File: src/rtl/assert_macros.svh
// ----------------------------------------------------------------------------
// Assertion macros
// Shared concurrent assertion forms for the RTL of this project.
// ----------------------------------------------------------------------------
`ifndef ASSERT_MACROS_SVH
`define ASSERT_MACROS_SVH

// Same-cycle implication, disabled while reset is high.
`define ASSERT_IMPLIES(lbl, clk_sig, rst_sig, ante, cons) \
  lbl: assert property (@(posedge clk_sig) disable iff (rst_sig) (ante) |-> (cons)) \
    else $error("assertion failed: implication does not hold");

// Next-cycle implication, disabled while reset is high.
`define ASSERT_NEXT(lbl, clk_sig, rst_sig, ante, cons) \
  lbl: assert property (@(posedge clk_sig) disable iff (rst_sig) (ante) |=> (cons)) \
    else $error("assertion failed: next-cycle implication does not hold");

`endif

File: src/rtl/cpwt_pkg.sv
// ----------------------------------------------------------------------------
// Code page write tracker package
// Sizes, codes and types shared by the tracker modules.
// ----------------------------------------------------------------------------
package cpwt_pkg;

  localparam int FAST_RAM_BYTES = 32768;
  localparam int WORK_RAM_BYTES = 262144;
  localparam int PAGE_SHIFT     = 8;

  localparam int ADDR_W         = 32;
  localparam int INSN_W         = 10;
  localparam int WSIZE_W        = 16;
  localparam int COUNT_W        = 32;
  localparam int KIND_W         = 2;
  localparam int REGION_SHIFT   = 24;
  localparam int REGION_W       = ADDR_W - REGION_SHIFT;

  localparam logic [REGION_W-1:0] REGION_FAST = REGION_W'(8'h03);
  localparam logic [REGION_W-1:0] REGION_WORK = REGION_W'(8'h02);

  localparam int MAX_RAM_BYTES  = (FAST_RAM_BYTES > WORK_RAM_BYTES) ?
                                  FAST_RAM_BYTES : WORK_RAM_BYTES;
  localparam int OFF_W          = $clog2(MAX_RAM_BYTES);
  // Offset plus byte count never overflows this width.
  localparam int END_W          = ((OFF_W > WSIZE_W) ? OFF_W : WSIZE_W) + 1;

  localparam int PAGE_BYTES     = 1 << PAGE_SHIFT;
  localparam int FAST_PAGES     = ((FAST_RAM_BYTES - 1) >> PAGE_SHIFT) + 1;
  localparam int WORK_PAGES     = ((WORK_RAM_BYTES - 1) >> PAGE_SHIFT) + 1;

  // Both bitmaps live in one memory of 32-bit rows, fast RAM rows first.
  localparam int ROW_BITS       = 32;
  localparam int BIT_W          = $clog2(ROW_BITS);
  localparam int FAST_ROWS      = (FAST_PAGES + ROW_BITS - 1) / ROW_BITS;
  localparam int WORK_ROWS      = (WORK_PAGES + ROW_BITS - 1) / ROW_BITS;
  localparam int NUM_ROWS       = FAST_ROWS + WORK_ROWS;
  localparam int ROW_W          = (NUM_ROWS > 1) ? $clog2(NUM_ROWS) : 1;

  localparam logic [END_W-1:0] FAST_MASK  = END_W'(FAST_RAM_BYTES - 1);
  localparam logic [END_W-1:0] WORK_MASK  = END_W'(WORK_RAM_BYTES - 1);
  localparam logic [END_W-1:0] PAGE_STEP  = END_W'(PAGE_BYTES);
  localparam logic [END_W-1:0] WORK_BASE  = END_W'(FAST_ROWS);

  localparam int QUEUE_DEPTH    = 2;
  localparam int QPTR_W         = $clog2(QUEUE_DEPTH);
  localparam int QCNT_W         = $clog2(QUEUE_DEPTH + 1);

  localparam int IN_TDATA_W     = 64;
  localparam int OUT_TDATA_W    = 40;

  typedef enum logic [KIND_W-1:0] {
    KIND_MARK  = 2'd0,
    KIND_CHECK = 2'd1,
    KIND_RESET = 2'd2,
    KIND_TAKE  = 2'd3
  } kind_t;

  typedef enum logic [2:0] {
    OP_NONE,
    OP_MARK,
    OP_CHECK,
    OP_RESET,
    OP_TAKE
  } op_t;

  typedef enum logic [1:0] {
    BK_IDLE,
    BK_READ,
    BK_TEST,
    BK_DONE
  } bk_state_t;

  typedef struct packed {
    op_t                op;
    logic               fast;
    logic [END_W-1:0]   start;
    logic [WSIZE_W-1:0] bytes;
  } cmd_t;

endpackage

File: src/rtl/cpwt_front.sv
// ----------------------------------------------------------------------------
// Tracker front end
// Accepts input words, picks the region and turns each word into a command.
// ----------------------------------------------------------------------------
module cpwt_front (
  input  logic                             s_tvalid,
  output logic                             s_tready,
  input  logic [cpwt_pkg::IN_TDATA_W-1:0]  s_tdata,
  input  logic [cpwt_pkg::KIND_W-1:0]      s_tuser,
  input  logic                             q_full,
  output logic                             push,
  output cpwt_pkg::cmd_t                   push_cmd
);
  import cpwt_pkg::*;

  logic [ADDR_W-1:0]   address;
  logic [INSN_W-1:0]   insn_count;
  logic                thumb_mode;
  logic [WSIZE_W-1:0]  write_size;
  logic [REGION_W-1:0] region;
  logic                is_fast;
  logic                in_region;
  logic [END_W-1:0]    mask;
  logic [WSIZE_W-1:0]  mark_bytes;
  kind_t               kind;

  assign address    = s_tdata[ADDR_W-1:0];
  assign insn_count = s_tdata[ADDR_W+INSN_W-1:ADDR_W];
  assign thumb_mode = s_tdata[ADDR_W+INSN_W];
  assign write_size = s_tdata[ADDR_W+INSN_W+WSIZE_W:ADDR_W+INSN_W+1];
  assign kind       = kind_t'(s_tuser);

  assign region     = address[ADDR_W-1:REGION_SHIFT];
  assign is_fast    = (region == REGION_FAST);
  assign in_region  = is_fast || (region == REGION_WORK);
  assign mask       = is_fast ? FAST_MASK : WORK_MASK;
  assign mark_bytes = thumb_mode ? (WSIZE_W'(insn_count) << 1) : (WSIZE_W'(insn_count) << 2);

  always_comb begin
    push_cmd.fast  = is_fast;
    push_cmd.start = END_W'(address[OFF_W-1:0]) & mask;
    push_cmd.bytes = write_size;
    push_cmd.op    = OP_NONE;
    unique case (kind)
      KIND_MARK: begin
        push_cmd.bytes = mark_bytes;
        push_cmd.op    = (insn_count != '0 && in_region) ? OP_MARK : OP_NONE;
      end
      KIND_CHECK: begin
        push_cmd.op = (write_size != '0 && in_region) ? OP_CHECK : OP_NONE;
      end
      KIND_RESET: push_cmd.op = OP_RESET;
      KIND_TAKE:  push_cmd.op = OP_TAKE;
      default:    push_cmd.op = OP_NONE;
    endcase
  end

  assign s_tready = !q_full;
  assign push     = s_tvalid && !q_full;

endmodule

File: src/rtl/cpwt_queue.sv
// ----------------------------------------------------------------------------
// Tracker command queue
// Short first-in first-out buffer between the front end and the back end.
// ----------------------------------------------------------------------------
module cpwt_queue (
  input  logic           clk,
  input  logic           rst,
  input  logic           push,
  input  cpwt_pkg::cmd_t push_cmd,
  output logic           full,
  output logic           valid,
  input  logic           pop,
  output cpwt_pkg::cmd_t pop_cmd
);
  import cpwt_pkg::*;

  cmd_t              entries [QUEUE_DEPTH];
  logic [QPTR_W-1:0] wr_ptr;
  logic [QPTR_W-1:0] rd_ptr;
  logic [QCNT_W-1:0] count;
  logic              do_push;
  logic              do_pop;

  assign full    = (count == QCNT_W'(QUEUE_DEPTH));
  assign valid   = (count != '0);
  assign do_push = push && !full;
  assign do_pop  = pop && valid;
  assign pop_cmd = entries[rd_ptr];

  function automatic logic [QPTR_W-1:0] ptr_inc(input logic [QPTR_W-1:0] p);
    return (p == QPTR_W'(QUEUE_DEPTH - 1)) ? '0 : p + 1'b1;
  endfunction

  always_ff @(posedge clk) begin
    if (rst) begin
      wr_ptr <= '0;
      rd_ptr <= '0;
      count  <= '0;
    end else begin
      if (do_push) wr_ptr <= ptr_inc(wr_ptr);
      if (do_pop)  rd_ptr <= ptr_inc(rd_ptr);
      if (do_push && !do_pop) count <= count + 1'b1;
      else if (do_pop && !do_push) count <= count - 1'b1;
    end
  end

  always_ff @(posedge clk) begin
    if (do_push) entries[wr_ptr] <= push_cmd;
  end

endmodule

File: src/rtl/cpwt_back.sv
// ----------------------------------------------------------------------------
// Tracker back end
// Walks the page range of each command over the bitmap memory and
// registers one result word per command.
// ----------------------------------------------------------------------------
module cpwt_back (
  input  logic                             clk,
  input  logic                             rst,
  input  logic                             q_valid,
  input  cpwt_pkg::cmd_t                   q_cmd,
  output logic                             q_pop,
  output logic                             m_tvalid,
  input  logic                             m_tready,
  output logic [cpwt_pkg::OUT_TDATA_W-1:0] m_tdata
);
  import cpwt_pkg::*;

  bk_state_t          state;
  bk_state_t          state_next;

  op_t                op;
  logic               fast;
  logic [END_W-1:0]   pos;
  logic [END_W-1:0]   cur;
  logic [END_W-1:0]   end_off;
  logic               final_step;
  logic [ROW_W-1:0]   rd_row;
  logic [BIT_W-1:0]   rd_bit;

  logic [ROW_BITS-1:0] mem [NUM_ROWS];
  logic [ROW_BITS-1:0] rdata;
  logic [NUM_ROWS-1:0] row_valid;

  logic               res_hit;
  logic               res_flushed;
  logic [COUNT_W-1:0] res_count;
  logic [COUNT_W-1:0] flush_count;
  logic               out_hit;
  logic               out_flushed;
  logic [COUNT_W-1:0] out_count;

  logic [END_W-1:0]    page_full;
  logic [END_W-1:0]    row_full;
  logic [ROW_W-1:0]    vis_row;
  logic [BIT_W-1:0]    vis_bit;
  logic [ROW_BITS-1:0] word;
  logic                bit_set;
  logic [END_W-1:0]    nxt;
  logic                more;

  logic mem_we;
  logic hit_now;
  logic clear_all;
  logic count_clear;
  logic count_inc;
  logic load_out;

  // Page and row of the offset being visited.
  assign page_full = (pos & (fast ? FAST_MASK : WORK_MASK)) >> PAGE_SHIFT;
  assign row_full  = (page_full >> BIT_W) + (fast ? '0 : WORK_BASE);
  assign vis_row   = row_full[ROW_W-1:0];
  assign vis_bit   = page_full[BIT_W-1:0];

  // A row that was never written since the last clear reads as zero.
  assign word    = row_valid[rd_row] ? rdata : '0;
  assign bit_set = word[rd_bit];
  assign nxt     = cur + PAGE_STEP;
  assign more    = (nxt < end_off);

  always_comb begin
    state_next = state;
    unique case (state)
      BK_IDLE: begin
        if (q_valid) begin
          state_next = (q_cmd.op == OP_MARK || q_cmd.op == OP_CHECK) ? BK_READ : BK_DONE;
        end
      end
      BK_READ: state_next = BK_TEST;
      BK_TEST: begin
        if ((op == OP_CHECK && bit_set) || final_step) state_next = BK_DONE;
        else state_next = BK_READ;
      end
      BK_DONE: begin
        if (!m_tvalid || m_tready) state_next = BK_IDLE;
      end
      default: state_next = BK_IDLE;
    endcase
  end

  always_comb begin
    q_pop       = 1'b0;
    mem_we      = 1'b0;
    hit_now     = 1'b0;
    count_clear = 1'b0;
    load_out    = 1'b0;
    unique case (state)
      BK_IDLE: begin
        q_pop       = q_valid;
        count_clear = q_valid && (q_cmd.op == OP_RESET || q_cmd.op == OP_TAKE);
      end
      BK_READ: ;
      BK_TEST: begin
        mem_we  = (op == OP_MARK);
        hit_now = (op == OP_CHECK) && bit_set;
      end
      BK_DONE: load_out = !m_tvalid || m_tready;
      default: ;
    endcase
    count_inc = hit_now;
    clear_all = hit_now || (q_pop && q_cmd.op == OP_RESET);
  end

  always_ff @(posedge clk) begin
    if (rst) begin
      state       <= BK_IDLE;
      row_valid   <= '0;
      flush_count <= '0;
      m_tvalid    <= 1'b0;
    end else begin
      state <= state_next;
      if (clear_all) row_valid <= '0;
      else if (mem_we) row_valid[rd_row] <= 1'b1;
      if (count_clear) flush_count <= '0;
      else if (count_inc) flush_count <= flush_count + 1'b1;
      if (load_out) m_tvalid <= 1'b1;
      else if (m_tready) m_tvalid <= 1'b0;
    end
  end

  always_ff @(posedge clk) begin
    if (q_pop) begin
      op          <= q_cmd.op;
      fast        <= q_cmd.fast;
      pos         <= q_cmd.start;
      cur         <= q_cmd.start;
      end_off     <= q_cmd.start + END_W'(q_cmd.bytes);
      final_step  <= 1'b0;
      res_hit     <= 1'b0;
      res_flushed <= (q_cmd.op == OP_RESET);
      res_count   <= (q_cmd.op == OP_TAKE) ? flush_count : '0;
    end
    if (state == BK_READ) begin
      rd_row <= vis_row;
      rd_bit <= vis_bit;
    end
    if (state == BK_TEST) begin
      if (hit_now) begin
        res_hit     <= 1'b1;
        res_flushed <= 1'b1;
      end else if (more && !final_step) begin
        cur <= nxt;
        pos <= nxt;
      end else begin
        // The walk ends on the page of the last byte.
        final_step <= 1'b1;
        pos        <= end_off - 1'b1;
      end
    end
    if (load_out) begin
      out_hit     <= res_hit;
      out_flushed <= res_flushed;
      out_count   <= res_count;
    end
  end

  always_ff @(posedge clk) begin
    if (mem_we) mem[rd_row] <= word | (ROW_BITS'(1) << rd_bit);
    rdata <= mem[vis_row];
  end

  assign m_tdata = {(OUT_TDATA_W - COUNT_W - 2)'(0), out_count, out_flushed, out_hit};

endmodule

File: src/rtl/code_page_write_tracker.sv
// ----------------------------------------------------------------------------
// Code page write tracker
// Keeps a code-present bit per page for fast RAM and work RAM, flushes both
// bitmaps when a write lands on a page with code, and counts those flushes.
// ----------------------------------------------------------------------------
//
// Channel  Dir  tdata fields (lowest bit first)                 tuser
// s_       in   address, insn_count, thumb_mode, write_size     kind
// m_       out  code_hit, flushed, invalidation_count           -
//
// A word shows up in the command queue on the cycle after it is accepted, and
// an idle back end takes it in that same cycle. The back end then visits each
// page in a read state and then a test state, and a done state loads the result
// into the output register. A mark or check visits ceil(bytes / page size) + 1
// pages, the last one being the page of the final byte; a check stops at its
// first hit. Reset, take, empty words and words that touch no region go from
// the idle state straight to the done state. The pace is set by the single
// read port of the bitmap memory, read on each visited page and written back
// for a mark. Reset (rst, synchronous) clears the per-row valid bits at once,
// so no clearing pass is needed. A stalled output holds the result register;
// the two-entry queue keeps accepting meanwhile until it is full.
// ----------------------------------------------------------------------------
`include "assert_macros.svh"

module code_page_write_tracker (
  input  logic                             clk,
  input  logic                             rst,
  input  logic                             s_tvalid,
  output logic                             s_tready,
  // [31:0] address, [41:32] insn_count, [42] thumb_mode, [58:43] write_size
  input  logic [cpwt_pkg::IN_TDATA_W-1:0]  s_tdata,
  // [1:0] kind
  input  logic [cpwt_pkg::KIND_W-1:0]      s_tuser,
  output logic                             m_tvalid,
  input  logic                             m_tready,
  // [0] code_hit, [1] flushed, [33:2] invalidation_count
  output logic [cpwt_pkg::OUT_TDATA_W-1:0] m_tdata
);
  import cpwt_pkg::*;

  // Commands travel from the front end through the queue to the back end.
  cmd_t push_cmd;
  cmd_t pop_cmd;
  logic push;
  logic q_full;
  logic q_valid;
  logic q_pop;

  cpwt_front u_front (
    .s_tvalid (s_tvalid),
    .s_tready (s_tready),
    .s_tdata  (s_tdata),
    .s_tuser  (s_tuser),
    .q_full   (q_full),
    .push     (push),
    .push_cmd (push_cmd)
  );

  cpwt_queue u_queue (
    .clk      (clk),
    .rst      (rst),
    .push     (push),
    .push_cmd (push_cmd),
    .full     (q_full),
    .valid    (q_valid),
    .pop      (q_pop),
    .pop_cmd  (pop_cmd)
  );

  cpwt_back u_back (
    .clk      (clk),
    .rst      (rst),
    .q_valid  (q_valid),
    .q_cmd    (pop_cmd),
    .q_pop    (q_pop),
    .m_tvalid (m_tvalid),
    .m_tready (m_tready),
    .m_tdata  (m_tdata)
  );

  // A hit always comes with a flush.
  `ASSERT_IMPLIES(a_hit_flushes, clk, rst, m_tvalid && m_tdata[0], m_tdata[1])

  // A nonzero count only comes from a take, which neither hits nor flushes.
  `ASSERT_IMPLIES(a_count_alone, clk, rst, m_tvalid && |m_tdata[33:2], !m_tdata[0] && !m_tdata[1])

  // An accepted word is waiting in the queue on the next cycle.
  `ASSERT_NEXT(a_accept_queued, clk, rst, s_tvalid && s_tready, q_valid)

endmodule
File: config.mk
export PLATFORM = sky130hd
export DESIGN_NAME = code_page_write_tracker
export DESIGN_NICKNAME = d
export VERILOG_FILES = /design/src/rtl/cpwt_pkg.sv /design/src/rtl/cpwt_front.sv /design/src/rtl/cpwt_queue.sv /design/src/rtl/cpwt_back.sv /design/src/rtl/code_page_write_tracker.sv
export VERILOG_INCLUDE_DIRS = /design/src /design/src/rtl
export SDC_FILE = /design/constraint.sdc
export NUM_CORES = 1
export LEC_CHECK = 0
export BUFFER_PORTS_ARGS = -buffer_cell sky130_fd_sc_hd__buf_2
export CAP_MARGIN = 20
export CORE_MARGIN = 5
export CORE_UTILIZATION = 62
export CTS_BUF_LIST = sky130_fd_sc_hd__clkbuf_4 sky130_fd_sc_hd__clkbuf_8 sky130_fd_sc_hd__clkbuf_16
export DETAILED_ROUTE_END_ITERATION = 8
export PLACE_DENSITY_LB_ADDON = 0.08
export SLEW_MARGIN = 20
export SYNTH_ARGS = -nofsm -noshare
export SYNTH_HDL_FRONTEND = slang
export SYNTH_SLANG_ARGS = --single-unit
File: constraint.sdc
create_clock -name clk -period 6 [get_ports clk]
set_input_delay 1.2 -clock clk [delete_from_list [all_inputs] [get_ports clk]]
set_output_delay 1.2 -clock clk [all_outputs]
set_load 0.01 [all_outputs]
After elaboration in Yosys (flattened, before gate mapping)
Memories as Yosys holds them, arrays and structs flattened. A register that Yosys moved wholly into a read port is not among the register bits.
Cells that the tools add are included.
{"block": "classes", "n_bitwise": 4, "n_shift": 1, "mux": 55, "addsub": 9, "n_lt_le_gt_ge": 4, "n_reduce_logical": 33, "n_mul": 0, "eq_ne": 17, "n_div": 0}
{"cell": "$mux W19", "n": 8}
{"cell": "$mux W18", "n": 2}
{"cell": "$or A36 B36 Y36", "n": 1}
{"cell": "$add A32 B1 Y32 const B", "n": 1}
{"cell": "$mux W32", "n": 1}
{"cell": "$or A32 B32 Y32", "n": 1}
{"cell": "$shl A1 B5 Y32 const A", "n": 1}
{"cell": "$mux W1", "n": 29}
{"cell": "$add A19 B16 Y19", "n": 1}
{"cell": "$add A19 B9 Y19 const B", "n": 1}
{"cell": "$and A18 B19 Y19", "n": 1}
{"cell": "$and A19 B19 Y19", "n": 1}
{"cell": "$lt A19 B19 Y1", "n": 1}
{"cell": "$sub A19 B1 Y19 const B", "n": 1}
{"cell": "$eq A8 B2 Y1 const B", "n": 2}
{"cell": "$mux W16", "n": 1}
{"cell": "$reduce_bool A16 Y1", "n": 1}
{"cell": "$mux W2", "n": 7}
{"cell": "$logic_and A1 B1 Y1", "n": 12}
{"cell": "$mux W12", "n": 1}
{"cell": "$pmux W3 S4", "n": 1}
{"cell": "$eq A2 B2 Y1 const B", "n": 5}
{"cell": "$reduce_bool A10 Y1", "n": 1}
{"cell": "$eq A3 B2 Y1 const B", "n": 3}
{"cell": "22 further kinds", "n": 39}
{"block": "totals", "wordCells": 146, "latchBits": 0, "mem_count": 2, "mem_bits_rw": 1230, "reg_bits": 216, "inputBits": 70, "mem_bits_ro": 0, "output_inout_bits": 42}
{"memory": "u_back.mem", "depth": 36, "word_bits": 32, "read_ports": 1, "rd_ports_with_merged_regs": 1, "wr": 1, "line": "cpwt_back.sv:30", "source": "logic [ROW_BITS-1:0] mem [NUM_ROWS];"}
{"memory": "u_queue.entries", "depth": 2, "word_bits": 39, "read_ports": 1, "rd_ports_with_merged_regs": 1, "wr": 1, "line": "cpwt_queue.sv:17", "source": "cmd_t entries [QUEUE_DEPTH];"}

Logic depth before layout (Yosys ltp)
{"block": "logic_depth", "depth_word": 9, "depth_mapped": 15, "mapped_depth_nobuf": 12}

Cells and area by module
A second synthesis with hierarchy kept.
{"block": "hier_totals", "cells_unflattened": 2977, "area_unflattened_um2": 57930.6}
{"mod": "cpwt_back", "cells_per_inst": 2749, "n_inst": 1, "seq_area_each_um2": 40378.7, "area_each_um2": 54372.1}
{"mod": "cpwt_queue", "cells_per_inst": 146, "n_inst": 1, "seq_area_each_um2": 2442.3, "area_each_um2": 3027.9}
{"mod": "cpwt_front", "cells_per_inst": 82, "n_inst": 1, "seq_area_each_um2": 0.0, "area_each_um2": 530.5}

Least setup slack after synthesis
No wires, ideal clock.
{"block": "synth_timing", "kind": "register to register", "from": "register with a tool-made name", "to": "register u_back.end_off[16], data pin", "arrival_time_ns": 3.739, "path_stages_with_launch": 16, "period_less_slack_ns": 4.008, "path_buffers": 4, "path_slack_ns": 1.992, "cell_sequence": "dfxtp_1 -> buf_2 -> buf_1 -> buf_1 -> buf_1 -> mux2_2 -> ha_1 -> inv_1 -> fa_1 -> nor2b_1 -> o31a_1 -> o211ai_1 -> a31oi_1 -> a211o_1 -> a21oi_1 -> xor2_1"}
{"item": "end signal, assigned", "line": "cpwt_back.sv:136", "source": "end_off <= q_cmd.start + END_W'(q_cmd.bytes);"}
{"item": "end, declared", "line": "cpwt_back.sv:25", "source": "logic [END_W-1:0] end_off;"}

Worst setup path in the final report
{"block": "layout_timing", "from": "register u_back.rd_row[1]", "to": "register u_back.cur[4], enable pin"}
{"block": "layout_via", "elab_chain_cells": 9}
{"item": "start, declared", "line": "cpwt_back.sv:27", "source": "logic [ROW_W-1:0] rd_row;"}
{"item": "start signal, assigned", "line": "cpwt_back.sv:143", "source": "rd_row <= vis_row;"}
{"item": "$bmux W1 S6", "line": "cpwt_back.sv:65", "source": "assign word = row_valid[rd_row] ? rdata : '0;"}
{"item": "$mux W1 (not written as such)", "line": "cpwt_back.sv:65"}
{"item": "$mux W32", "line": "cpwt_back.sv:65"}
{"item": "$bmux W1 S5", "line": "cpwt_back.sv:66", "source": "assign bit_set = word[rd_bit];"}
{"item": "$mux W1 (not written as such)", "line": "cpwt_back.sv:66"}
{"item": "$logic_and A1 B1 Y1", "line": "cpwt_back.sv:104", "source": "hit_now = (op == OP_CHECK) && bit_set;"}
{"item": "$mux W1", "line": "cpwt_back.sv:96", "source": "unique case (state)"}
{"item": "$mux W19", "line": "cpwt_back.sv:147", "source": "if (hit_now) begin"}
{"item": "$mux W19", "line": "cpwt_back.sv:146", "source": "if (state == BK_TEST) begin"}
{"item": "end signal, assigned", "line": "cpwt_back.sv:135", "source": "cur <= q_cmd.start;"}
{"item": "end signal, assigned", "line": "cpwt_back.sv:151", "source": "cur <= nxt;"}
{"item": "end, declared", "line": "cpwt_back.sv:24", "source": "logic [END_W-1:0] cur;"}
No other way between the ends. The select of a mux whose other input is x is not followed.
A chain may end at the register's enable or synchronous reset.

==> results.md <==
* Dpl ws at 1.831 ns
* Setup CP Type: flip-flop to flip-flop
* Final setup viols at 0
* Share of cells above drive strength 1 at 26.66%
* Fmax at 0.2387 GHz
* Initial Utilization at 62.34%
* Fin area at 65360 um2
* Footprint of the multi-input gates at 14890 um2
* Synth-to-Final Area Change at 12.67%
* Total Power at 30.74 mW
* H-Tree Depth at 4
* Lkg Pwr at 21.59 nW
* Routed len/inst at 29.32 um
* Port Buffer Count at 94
* DR pass1 iterations at 6
* Leading cell type in the layout, fill and taps excluded: edfxtp_1
* GPL Wtd Cong at 0.8212
* Post-layout minimum cycle time at 4.190 ns
* Post-CTS sizing at 0
* Post-synthesis mux area share at 16.49%
* Slew @ Worst Pin at 1.077 ns
* Placed cell area at 60570 um2
* Cells after Synth at 2981
* Cell variety after synth at 61
* RSZ-0062 raised after global routing: no
* Post-synth EDFFs at 1336
* Vias at 29430
* Grt total ovfl at 0
* CP Max Fanout at 24
* Largest net degree at the start of global routing at 116
* Die Ht at 315.9 um
* Syn avg cell area at 19.46 um2
* Adder-cell area share of the yosys netlist at 0.8541%
* Clk slew on worst S/H paths at 0.06 ns
* WP data arrival at 4.62 ns
* Power per Cell Area at 470.3 nW/um2
* Initial antenna violation count at 3
* Hold Buf Count CTS at 0
* Die Width at 315.9 um
* Status: completed
* CTS root buffer: clkbuf_16
* CTS buffer count at 143
* # IOs at 112
* Clock latency on the worst-skew pair at 0.73 ns
* Largest family of logic cells by synthesized area: multiplexers
* Initial drt markers at 3305
* Post-CTS setup buffer count at 0
* # fillers at 5778
* Asr flop ratio synth at 0%
* Global-route wire length before repair at 193.9 mm
* TritonCTS clock tree: yes
* Worst setup SP type: flip-flop
* VDD IR-drop max at 0.4557 mV
* DRC viols at 0
* Vias in the first global route at 29620
* Antenna-violating nets left at 0
* Clk buf depth at 3
* # Max-Cap Violations at 0
* Commonest cells after routing, fill and taps aside: 1336 x edfxtp_1, 341 x mux4_2, 150 x clkbuf_16, 147 x mux2i_1, 129 x dfxtp_1
* Setup Total Neg Slack at 0 ns
* Routed wire length at 132.0 mm
* Part of the Yosys area used for sequential elements at 73.71%
* Worst rel slew slack at 28.18%
* Post-DR vias/cell at 6.535
* Register Area at 42770 um2
* Worst hold-check path type: flip-flop to flip-flop
* DP Wirelength at 73.91 mm
* Fin. Hold Viols at 0
* Sink Count at 1468
* Synth Area in Simple Gates at 3.805%
* Post-synthesis cell area at 58010 um2
* Setup crit end kind: flip-flop
* Tcrit/Tclk final at 69.83%
* Synth Area in Compound Gates at 3.162%
* Setup Skew at 0.02181 ns
* Hold slack at 0.4173 ns
* Worst setup margin at 1.810 ns
* Core ar. at 93050 um2
* Row cnt at 112
* Syn. warnings at 0
* Total track usage at 26.74%
* Max-slew violation count at 0
* Flops & latches, synth at 1468
* Main synth FF type: edfxtp_1
* Nets@finish at 3251
* Required @ worst endpoint at 6.44 ns
* Die area at 99780 um2
* XOR/XNOR share of the synthesized area at 0.4982%
critical path: stages, from the launching register on:
cell	delay (ns)
edfxtp_1	1.01
mux4_2	0.60
mux4_2	0.47
and3_1	0.20
a211o_1	0.39
a21o_1	0.49
nor2_1	0.19
buf_4	0.31
inv_1	0.23
final cells by class:
cell class / instances / share of cell area [%]
clock buffer: 185 / 6.202
timing repair buffer: 168 / 2.048
multi-input combinational: 1316 / 22.78
sequential: 1468 / 65.44
tap: 1254 / 2.401
antenna: 1 / 0.003829
clock inverter: 66 / 0.8710
inverter: 45 / 0.2603
flip-flops by register name, summed over array words and instances (netlist names), 2 cells and up, named ones only:
signal,count
u_back.rdata,32
u_queue.count,2
u_back.op,3
u_back.res_count,32
u_back.pos,10
u_back.cur,19
u_back.rd_bit,5
u_back.flush_count,32
u_back.state,2
u_back.end_off,19
u_back.mem,1152
u_back.out_count,32
u_back.row_valid,36
u_back.rd_row,6
u_queue.entries,76
Yosys cell counts (6+ instances only):
master,number,area share [%]
mux4_2,341,13
mux2_2,37,0.72
xor2_1,9,0.14
nor2b_1,16,0.17
nor3_1,12,0.10
o41ai_1,14,0.21
buf_2,14,0.12
nand3_1,34,0.29
buf_1,35,0.23
nand3b_1,7,0.091
mux2i_1,147,2.5
and3_1,12,0.13
a221oi_1,6,0.091
a21o_1,11,0.14
o21ai_0,48,0.41
ha_1,38,0.82
clkbuf_1,91,0.59
dfxtp_1,132,4.6
a21oi_1,70,0.60
nand4_1,11,0.12
o311ai_0,12,0.18
nand2b_1,29,0.31
o211ai_1,18,0.23
buf_4,14,0.18
or3_1,6,0.065
inv_1,45,0.29
a22o_1,12,0.18
or2_2,10,0.11
edfxtp_1,1336,69
o31ai_1,9,0.12
and2_1,37,0.40
nor2_1,124,0.80
nor4_1,22,0.24
o21a_1,42,0.54
xnor2_1,24,0.36
nand2_1,96,0.62
or4_1,14,0.18
logic make-up after synthesis:
kind of cell               count (synthesis)
adders and majority gates                 39
other                                      1
AOI/OAI and AO/OA                        271
DFF                                     1468
buffers and inverters                    202
xor gates and xnor gates                  33
and+or+nand+nor                          442
muxes                                    525
metal layers:
| metal | vias to the layer above | global-route usage, % | routed length [um] |
|---|---|---|---|
| met1 | 15440 | 38.53 | 53040 |
| li1 | 12480 | - | - |
| met4 | 2 | 7.914 | 3789 |
| met3 | 233 | 4.300 | 9671 |
| met5 | - | 0 | 7 |
| met2 | 1271 | 43.47 | 65500 |
where the power goes:
part / internal, mW / total, mW / switching [mW] / leakage (nW)
registers: 12.5 / 13.2 / 0.623 / 13.4
logic: 3.94 / 8.76 / 4.83 / 5.83
clock network: 5.15 / 8.82 / 3.67 / 2.32
total: 21.6 / 30.7 / 9.12 / 21.6
per-stage QoR:
stage | std cells | util, %
floorplan | 2986 | -
global placement | 4240 | 64.87
detailed placement | 4247 | 65.09
CTS | 4498 | 70.06
global route | 4502 | 70.24
finish | 4503 | 70.24
final timing paths:
check | start | end | slack, ns | cells past startpoint
min reg2reg | u_back.res_count[16] | u_back.out_count[16] | 0.42 | 0
max | u_back.rd_row[1] | u_back.cur[4] | 1.81 | 8
max reg2reg | u_back.rd_row[1] | u_back.cur[4] | 1.81 | 8
min | u_back.res_count[16] | u_back.out_count[16] | 0.42 | 0
No activity file was read; power rests on OpenSTA's default activity.
